[src/sv/lerr_pkg.sv]
`default_nettype none

package lerr_pkg;

    // ring geometry
    localparam int DEPTH  = 128;
    localparam int IDX_W  = $clog2(DEPTH);
    localparam int BYTE_W = 8;
    localparam int FILL_W = 7;
    localparam int FILL_MAX = (1 << FILL_W) - 1;

    typedef logic [IDX_W-1:0]  idx_t;
    typedef logic [IDX_W:0]    idx_ext_t;
    typedef logic [BYTE_W-1:0] byte_t;
    typedef logic [FILL_W-1:0] fill_t;

    // item operation codes
    typedef enum logic [1:0] {
        OP_RECEIVE = 2'd0,
        OP_PULL    = 2'd1,
        OP_FLUSH   = 2'd2
    } op_t;

    // line editing characters
    localparam byte_t CHAR_CR  = 8'h0D;
    localparam byte_t CHAR_BS  = 8'h08;
    localparam byte_t CHAR_DEL = 8'h7F;

    // controller to datapath commands
    typedef struct packed {
        logic capture;   // item accepted, start store access
        logic execute;   // update indices, load result register
    } cmd_t;

    function automatic idx_t idx_next(input idx_t i);
        idx_t r;
        if (i == idx_t'(DEPTH - 1))
        begin
            r = '0;
        end
        else
        begin
            r = i + idx_t'(1);
        end
        return r;
    endfunction

    function automatic idx_t idx_prev(input idx_t i);
        idx_t r;
        if (i == '0)
        begin
            r = idx_t'(DEPTH - 1);
        end
        else
        begin
            r = i - idx_t'(1);
        end
        return r;
    endfunction

    function automatic fill_t ring_fill(input idx_t wi, input idx_t ri);
        idx_ext_t d;
        fill_t    r;
        d = {1'b0, wi} - {1'b0, ri};
        if (d[IDX_W])
        begin
            d = d + idx_ext_t'(DEPTH);
        end
        if (d > idx_ext_t'(FILL_MAX))
        begin
            r = fill_t'(FILL_MAX);
        end
        else
        begin
            r = fill_t'(d);
        end
        return r;
    endfunction

endpackage

`default_nettype wire

[src/sv/lerr_if.sv]
`default_nettype none

// input channel: one item per handshake
interface lerr_in_if;
    logic        valid;
    logic        ready;
    logic [1:0]  op;
    logic [7:0]  rx_byte;

    modport source (output valid, output op, output rx_byte, input ready);
    modport sink   (input valid, input op, input rx_byte, output ready);
endinterface

// result channel
interface lerr_out_if;
    logic        valid;
    logic        ready;
    logic        echo_valid;
    logic [7:0]  echo_byte;
    logic        line_ready;
    logic        read_valid;
    logic [7:0]  read_byte;
    logic        line_end;
    logic [6:0]  fill_count;

    modport source (output valid, output echo_valid, output echo_byte, output line_ready,
                    output read_valid, output read_byte, output line_end,
                    output fill_count, input ready);
    modport sink   (input valid, input echo_valid, input echo_byte, input line_ready,
                    input read_valid, input read_byte, input line_end,
                    input fill_count, output ready);
endinterface

`default_nettype wire

[src/sv/lerr_ram.sv]
`default_nettype none

module lerr_ram #(
    parameter int WIDTH = 8,
    parameter int DEPTH = 128
) (
    input  wire logic                     clk,
    input  wire logic                     en,
    input  wire logic                     we,
    input  wire logic [$clog2(DEPTH)-1:0] addr,
    input  wire logic [WIDTH-1:0]         wdata,
    output logic      [WIDTH-1:0]         rdata
);

    logic [WIDTH-1:0] mem [DEPTH];
    logic [WIDTH-1:0] rdata_reg;

    always_ff @(posedge clk)
    begin
        if (en)
        begin
            if (we)
            begin
                mem[addr] <= wdata;
            end
            else
            begin
                rdata_reg <= mem[addr];
            end
        end
    end

    assign rdata = rdata_reg;

endmodule

`default_nettype wire

[src/sv/lerr_ctrl.sv]
`default_nettype none

module lerr_ctrl (
    input  wire logic          clk,
    input  wire logic          rst_n,
    input  wire logic          in_valid,
    output logic               in_ready,
    output logic               out_valid,
    input  wire logic          out_ready,
    output lerr_pkg::cmd_t     cmd
);

    typedef enum logic {
        ST_IDLE,
        ST_EXEC
    } state_t;

    state_t state_reg, state_next;
    logic   out_valid_reg, out_valid_next;
    logic   exec_go;

    assign in_ready = (state_reg == ST_IDLE);
    // result register is free when empty or being drained this cycle
    assign exec_go  = (state_reg == ST_EXEC) && (!out_valid_reg || out_ready);

    always_comb
    begin
        state_next     = state_reg;
        out_valid_next = out_valid_reg;
        if (out_valid_reg && out_ready)
        begin
            out_valid_next = 1'b0;
        end
        case (state_reg)
            ST_IDLE:
            begin
                if (in_valid)
                begin
                    state_next = ST_EXEC;
                end
            end
            ST_EXEC:
            begin
                if (exec_go)
                begin
                    state_next     = ST_IDLE;
                    out_valid_next = 1'b1;
                end
            end
            default:
            begin
                state_next = ST_IDLE;
            end
        endcase
    end

    always_ff @(posedge clk or negedge rst_n)
    begin
        if (!rst_n)
        begin
            state_reg     <= ST_IDLE;
            out_valid_reg <= 1'b0;
        end
        else
        begin
            state_reg     <= state_next;
            out_valid_reg <= out_valid_next;
        end
    end

    assign out_valid   = out_valid_reg;
    assign cmd.capture = in_valid && (state_reg == ST_IDLE);
    assign cmd.execute = exec_go;

endmodule

`default_nettype wire

[src/sv/lerr_dp.sv]
`default_nettype none

module lerr_dp (
    input  wire logic                  clk,
    input  wire logic                  rst_n,
    input  wire lerr_pkg::cmd_t        cmd,
    input  wire logic [1:0]            op,
    input  wire lerr_pkg::byte_t       rx_byte,
    input  wire logic                  cfg_we,
    input  wire logic                  cfg_wdata,
    output logic                       echo_valid,
    output lerr_pkg::byte_t            echo_byte,
    output logic                       line_ready,
    output logic                       read_valid,
    output lerr_pkg::byte_t            read_byte,
    output logic                       line_end,
    output lerr_pkg::fill_t            fill_count
);

    logic            echo_en_reg;
    logic [1:0]      op_reg;
    lerr_pkg::byte_t byte_reg;
    lerr_pkg::idx_t  rd_idx_reg, rd_idx_next;
    lerr_pkg::idx_t  wr_idx_reg, wr_idx_next;
    lerr_pkg::idx_t  ram_addr;
    lerr_pkg::byte_t ram_rdata;
    logic            ram_we;

    logic            echo_valid_reg, echo_valid_next;
    lerr_pkg::byte_t echo_byte_reg, echo_byte_next;
    logic            line_ready_reg, line_ready_next;
    logic            read_valid_reg, read_valid_next;
    lerr_pkg::byte_t read_byte_reg, read_byte_next;
    logic            line_end_reg, line_end_next;
    lerr_pkg::fill_t fill_reg;

    // single port store: receive writes at the write index, others read the oldest
    assign ram_we   = cmd.capture && (op == lerr_pkg::OP_RECEIVE);
    assign ram_addr = (op == lerr_pkg::OP_RECEIVE) ? wr_idx_reg : rd_idx_reg;

    lerr_ram #(
        .WIDTH (lerr_pkg::BYTE_W),
        .DEPTH (lerr_pkg::DEPTH)
    ) u_store (
        .clk   (clk),
        .en    (cmd.capture),
        .we    (ram_we),
        .addr  (ram_addr),
        .wdata (rx_byte),
        .rdata (ram_rdata)
    );

    always_comb
    begin
        lerr_pkg::idx_t w1;
        lerr_pkg::idx_t w2;
        w1 = '0;
        w2 = '0;
        rd_idx_next     = rd_idx_reg;
        wr_idx_next     = wr_idx_reg;
        echo_valid_next = 1'b0;
        echo_byte_next  = '0;
        line_ready_next = 1'b0;
        read_valid_next = 1'b0;
        read_byte_next  = '0;
        line_end_next   = 1'b0;
        case (op_reg)
            lerr_pkg::OP_RECEIVE:
            begin
                // advance unless full, then up to two pops for erase keys
                w1 = lerr_pkg::idx_next(wr_idx_reg);
                if (w1 == rd_idx_reg)
                begin
                    w1 = wr_idx_reg;
                end
                if ((byte_reg == lerr_pkg::CHAR_BS) || (byte_reg == lerr_pkg::CHAR_DEL))
                begin
                    if (w1 != rd_idx_reg)
                    begin
                        w1 = lerr_pkg::idx_prev(w1);
                    end
                    w2 = w1;
                    if (w2 != rd_idx_reg)
                    begin
                        w2 = lerr_pkg::idx_prev(w2);
                    end
                    w1 = w2;
                end
                wr_idx_next = w1;
                if (echo_en_reg)
                begin
                    echo_valid_next = 1'b1;
                    echo_byte_next  = byte_reg;
                end
                line_ready_next = (byte_reg == lerr_pkg::CHAR_CR);
            end
            lerr_pkg::OP_PULL:
            begin
                if (rd_idx_reg != wr_idx_reg)
                begin
                    rd_idx_next     = lerr_pkg::idx_next(rd_idx_reg);
                    read_valid_next = 1'b1;
                    if (ram_rdata == lerr_pkg::CHAR_CR)
                    begin
                        line_end_next = 1'b1;
                    end
                    else
                    begin
                        read_byte_next = ram_rdata;
                    end
                end
            end
            lerr_pkg::OP_FLUSH:
            begin
                rd_idx_next = '0;
                wr_idx_next = '0;
            end
            default:
            begin
                rd_idx_next = rd_idx_reg;
            end
        endcase
    end

    always_ff @(posedge clk or negedge rst_n)
    begin
        if (!rst_n)
        begin
            echo_en_reg <= 1'b1;
            rd_idx_reg  <= '0;
            wr_idx_reg  <= '0;
        end
        else
        begin
            if (cfg_we)
            begin
                echo_en_reg <= cfg_wdata;
            end
            if (cmd.execute)
            begin
                rd_idx_reg <= rd_idx_next;
                wr_idx_reg <= wr_idx_next;
            end
        end
    end

    always_ff @(posedge clk)
    begin
        if (cmd.capture)
        begin
            op_reg   <= op;
            byte_reg <= rx_byte;
        end
        if (cmd.execute)
        begin
            echo_valid_reg <= echo_valid_next;
            echo_byte_reg  <= echo_byte_next;
            line_ready_reg <= line_ready_next;
            read_valid_reg <= read_valid_next;
            read_byte_reg  <= read_byte_next;
            line_end_reg   <= line_end_next;
            fill_reg       <= lerr_pkg::ring_fill(wr_idx_next, rd_idx_next);
        end
    end

    assign echo_valid = echo_valid_reg;
    assign echo_byte  = echo_byte_reg;
    assign line_ready = line_ready_reg;
    assign read_valid = read_valid_reg;
    assign read_byte  = read_byte_reg;
    assign line_end   = line_end_reg;
    assign fill_count = fill_reg;

endmodule

`default_nettype wire

[src/sv/line_edit_receive_ring.sv]
`default_nettype none

// Terminal receive ring with line editing. Each item on item_in is a receive
// (store the byte, echo it when echo is on, erase up to two newest bytes on
// backspace or DEL, flag a carriage return), a pull (return the oldest byte,
// a carriage return coming out as 0 with line_end set) or a flush (empty the
// ring). Every item gives exactly one result on result_out, carrying the fill
// count after the item. The ring holds at most DEPTH-1 bytes; a byte received
// while full is lost but still echoed and still edited. Each item is taken
// and the single-port byte store accessed, then the indices are updated and
// the result register loaded; a new item is taken only after that. A result
// waiting there does not hold off the next item, only its update and load.
// No clearing pass after reset. echo is on after reset; the user changes it
// through cfg_we/cfg_wdata while no item is in flight, unchecked by the block.

module line_edit_receive_ring (
    input  wire logic     clk,
    input  wire logic     rst_n,
    lerr_in_if.sink       item_in,
    lerr_out_if.source    result_out,
    input  wire logic     cfg_we,
    input  wire logic     cfg_wdata
);

    lerr_pkg::cmd_t cmd;

    // sequencing and handshake
    lerr_ctrl u_ctrl (
        .clk       (clk),
        .rst_n     (rst_n),
        .in_valid  (item_in.valid),
        .in_ready  (item_in.ready),
        .out_valid (result_out.valid),
        .out_ready (result_out.ready),
        .cmd       (cmd)
    );

    // byte store, ring indices, echo register and result register
    lerr_dp u_dp (
        .clk        (clk),
        .rst_n      (rst_n),
        .cmd        (cmd),
        .op         (item_in.op),
        .rx_byte    (item_in.rx_byte),
        .cfg_we     (cfg_we),
        .cfg_wdata  (cfg_wdata),
        .echo_valid (result_out.echo_valid),
        .echo_byte  (result_out.echo_byte),
        .line_ready (result_out.line_ready),
        .read_valid (result_out.read_valid),
        .read_byte  (result_out.read_byte),
        .line_end   (result_out.line_end),
        .fill_count (result_out.fill_count)
    );

endmodule

`default_nettype wire
[src/flat_wrapper.sv]
// flat-port wrapper written by rule: the top's interface ports become plain ports
module line_edit_receive_ring_flat 
  (clk, rst_n, cfg_we, cfg_wdata, item_in_valid, item_in_op, item_in_rx_byte, item_in_ready, result_out_valid, result_out_echo_valid, result_out_echo_byte, result_out_line_ready, result_out_read_valid, result_out_read_byte, result_out_line_end, result_out_fill_count, result_out_ready);
  lerr_in_if item_in_i ();
  lerr_out_if result_out_i ();
  input  wire logic clk;
  input  wire logic rst_n;
  input  wire logic cfg_we;
  input  wire logic cfg_wdata;
  input wire logic [$bits(item_in_i.valid)-1:0] item_in_valid;
  input wire logic [$bits(item_in_i.op)-1:0] item_in_op;
  input wire logic [$bits(item_in_i.rx_byte)-1:0] item_in_rx_byte;
  output wire logic [$bits(item_in_i.ready)-1:0] item_in_ready;
  output wire logic [$bits(result_out_i.valid)-1:0] result_out_valid;
  output wire logic [$bits(result_out_i.echo_valid)-1:0] result_out_echo_valid;
  output wire logic [$bits(result_out_i.echo_byte)-1:0] result_out_echo_byte;
  output wire logic [$bits(result_out_i.line_ready)-1:0] result_out_line_ready;
  output wire logic [$bits(result_out_i.read_valid)-1:0] result_out_read_valid;
  output wire logic [$bits(result_out_i.read_byte)-1:0] result_out_read_byte;
  output wire logic [$bits(result_out_i.line_end)-1:0] result_out_line_end;
  output wire logic [$bits(result_out_i.fill_count)-1:0] result_out_fill_count;
  input wire logic [$bits(result_out_i.ready)-1:0] result_out_ready;
  assign item_in_i.valid = item_in_valid;
  assign item_in_i.op = item_in_op;
  assign item_in_i.rx_byte = item_in_rx_byte;
  assign item_in_ready = item_in_i.ready;
  assign result_out_valid = result_out_i.valid;
  assign result_out_echo_valid = result_out_i.echo_valid;
  assign result_out_echo_byte = result_out_i.echo_byte;
  assign result_out_line_ready = result_out_i.line_ready;
  assign result_out_read_valid = result_out_i.read_valid;
  assign result_out_read_byte = result_out_i.read_byte;
  assign result_out_line_end = result_out_i.line_end;
  assign result_out_fill_count = result_out_i.fill_count;
  assign result_out_i.ready = result_out_ready;
  line_edit_receive_ring u_core (.clk(clk), .rst_n(rst_n), .item_in(item_in_i), .result_out(result_out_i), .cfg_we(cfg_we), .cfg_wdata(cfg_wdata));
endmodule
[config.mk]
export PLATFORM = sky130hd
export DESIGN_NAME = line_edit_receive_ring_flat
export DESIGN_NICKNAME = d
export VERILOG_FILES = /design/src/sv/lerr_pkg.sv /design/src/sv/lerr_if.sv /design/src/sv/lerr_ram.sv /design/src/sv/lerr_ctrl.sv /design/src/sv/lerr_dp.sv /design/src/sv/line_edit_receive_ring.sv /design/src/flat_wrapper.sv
export SDC_FILE = /design/constraint.sdc
export NUM_CORES = 1
export LEC_CHECK = 0
export ABC_AREA = 1
export ABC_CLOCK_PERIOD_IN_PS = 10600
export BUFFER_PORTS_ARGS = -buffer_cell sky130_fd_sc_hd__buf_2
export CAP_MARGIN = 5
export CORE_MARGIN = 2
export CORE_UTILIZATION = 55
export DETAILED_ROUTE_END_ITERATION = 12
export PLACE_DENSITY = 0.69
export SLEW_MARGIN = 10
export SYNTH_ARGS = -nofsm -noshare
export SYNTH_HDL_FRONTEND = slang
export SYNTH_SLANG_ARGS = --single-unit
[constraint.sdc]
create_clock -name clk -period 10.6 [get_ports clk]
set_input_delay 2.12 -clock clk [delete_from_list [all_inputs] [get_ports clk]]
set_output_delay 2.12 -clock clk [all_outputs]
set_load 0.005 [all_outputs]
==> metrics <==
n_diodes=0; post-synthesis net count=around 2800; hold path start=u_core.u_ctrl.out_valid$_DFF_PN0_; kind of critical path=in -> reg; vias post-DR=25800; post-detail-place hpwl=65.0 mm; global routing's busiest layer=met2; CTS Sinks=roughly 1100; register area=32500 um^2; Cell Pwr Density=between 200 and 250 nW/um^2; Tightest Hold Check Type=reg -> reg; status=complete, no violations; Die H=280 um; CP startpoint=item_in_op[1]; GRT Total Usage=28.5%; Hold WS=0.566 ns; DR vias/cell=6.64; DRC violations left=0; count of different cell masters after synthesis=51; Synth Warn #=0; share of cells above drive strength 1=about a tenth; global-route wire length before repair=approximately 170 mm; fmax=175 MHz; leakage power total=15.1 nW; RSZ-0062 raised after global routing=false; met2 usage=44.6%; die area=78300 um^2; Post-CTS Setup Bufs=0; FP Rows=101; met3 Resource Use GR=under 10%; flip-flop count of the largest register after layout=between 1000 and 1500; slew margin rel.=about 24%; Max-Cap Viols=0; synthesized flop and latch total=1086; Tightest Pin Transition=between 1 and 1.5 ns; die width=280 um; # fillers=5473; htree depth=3; Crit. End Element=register; Finished Layout Cells=3889; nets@finish=2857; total iterations of the first detailed-routing run=5; Slew Viols, Final=0; leading cell type in the layout, fill and taps excluded=edfxtp_1; largest stage delay on the critical path=0.89 ns; Arr. time, crit path=5.99 ns; worst reg2reg endpoint=u_core.u_dp.fill_count[6]$_DFFE_PP_; Mapped Cells=2787; CTS Buffer Depth=3; routed wire length=112 mm; GP Congestion=0.930; Num CTS Buffers=104; Clock Latency Late Sink=0.70 ns; commonest non-fill, non-tap cells in the layout=edfxtp_1, nand2_1, a22oi_1; synthesized area=41800 um^2; Placed Instances=3699; Most used DFF post-synth=edfxtp_1; Final setup viols=0; chain of cells forming the critical path=buf_2 -> nor2_1 -> buf_4 -> nand2_1 -> o21ai_1 -> nand3_1 -> inv_4 -> buf_4 -> nand2_2 -> nor2_1; Routed Antenna Nets=0; core area=75600 um^2; Worst Skew=0.0747 ns; initial DRC count=4007; reg-to-reg setup timing slack=approximately 5.5 ns; vias in the first global route=25000; async set or reset register ratio after synthesis=1.57%; Avg Cell Area, Syn=~15 um^2; total gr overflow=0; root buf cell=clkbuf_16; Min Clock Period, post-route=approximately 5.7 ns; WL/cell=28.7 um; Worst Reg-to-Reg Cells=35; CTS resizes=0; CP Capture Point=u_core.u_dp.u_store.mem[7][5]$_DFFE_PP_; Hold Buf Count CTS=0; CP Max Fanout=50; io pins=45; maximum vdd ir drop=0.197 mV; Reg clk slew, reported paths=0.06 ns; Multi-input gate area=8370 um^2; Area Overhead vs Synth=11.1%; post-synthesis sequential area ratio=77.7%; initial antenna violation count=1; CP startpoint kind=primary input; Buffers on Ports=44; CTS tree=yes; EDFF count, synth=about 1100; final hold vios=0; fin crit share=54.0%; grt met1 use=roughly two fifths; setup total negative slack=0 ns; RR Startpoint=u_core.u_dp.wr_idx_reg[1]$_DFFE_PN0P_; Starting Density=between 50 and 60%; Slowest-stage cell, CP=nor2_1; Top reg by flops=u_core.u_dp.u_store.mem; Crit path required time=10.86 ns; largest net degree at the start of global routing=between 100 and 150
-- where the power goes --
| part | leakage [nW] | internal, mW | switching (mW) |
|---|---|---|---|
| Clock | 1.65 | 2.15 | 1.60 |
| Combinational | 3.54 | 0.786 | 1.80 |
| Sequential | 9.86 | 4.85 | 0.0794 |
-- how the worst min path moves through the flow --
stage,endpoint,cells past startpoint
final,u_core.u_ctrl.out_valid$_DFF_PN0_,2
after global routing,u_core.u_ctrl.out_valid$_DFF_PN0_,2
after CTS,u_core.u_ctrl.out_valid$_DFF_PN0_,2
after detailed placement,u_core.u_ctrl.out_valid$_DFF_PN0_,2
after floorplan,u_core.u_dp.wr_idx_reg[6]$_DFFE_PN0P_,2
after global placement,u_core.u_ctrl.out_valid$_DFF_PN0_,2
-- worst max-delay path, delay by kind of cell --
kind	cells	cell delay (ns)
buffers and inverters	4	1.38
AND/OR/NAND/NOR	5	2.08
AO/OA/AOI/OAI	1	0.33
-- cells in the mapped netlist (6+ instances only) --
cell | n | area [um^2]
edfxtp_1 | 1069 | 32100
nand2_1 | 459 | 1720
a22oi_1 | 298 | 2240
nor2_1 | 183 | 687
nand4_1 | 141 | 882
inv_1 | 97 | 364
clkbuf_1 | 84 | 315
a221oi_1 | 77 | 674
a22o_1 | 70 | 613
nand3_1 | 52 | 260
o21ai_0 | 45 | 225
buf_1 | 38 | 143
buf_2 | 18 | 90.1
a21oi_1 | 16 | 80.1
dfrtp_1 | 16 | 400
nand2_2 | 14 | 87.6
ha_1 | 13 | 163
nor3_1 | 9 | 45.0
xor2_1 | 9 | 78.8
nor4_1 | 7 | 43.8
nand2_4 | 6 | 67.6
nand3_2 | 6 | 60.1
-- area by class of cell --
type	count	area share, %
sequential	1086	70.0
multi-input combinational	1450	18.0
clock buffer	128	5.79
tap	978	2.63
clock inverter	62	1.56
timing repair buffer	79	1.14
inverter	106	0.891
-- stage by stage --
step	power, mW	utilization, %	cell area (um^2)	setup WS, ns
after floorplan	6.65	-	41800	5.71
after global placement	7.51	57.0	43100	4.49
after detailed placement	7.55	57.0	43100	4.41
after CTS	11.2	61.5	46500	5.05
after global routing	11.7	61.5	46500	4.72
final	11.3	61.5	46500	4.87
-- cell families (layout without fill, tap and decap cells) --
group	after synthesis	after routing	share of synthesized area, %
DFF	1086	1086	77.7
and+or+nand+nor	891	891	9.56
AOI/OAI and AO/OA	530	530	9.59
buffers and inverters	251	375	2.36
adders and majority gates	14	14	0.437
xor gates and xnor gates	14	14	0.293
muxes	1	1	0.0269
-- per-layer routing --
layer  wire length, um  part of all wire, %
met5                11               0.0099
met4              3960                  3.5
met3             12200                   11
met2             52000                   47
met1             43400                   39
Note: power is estimated with default switching activity, not from simulation.
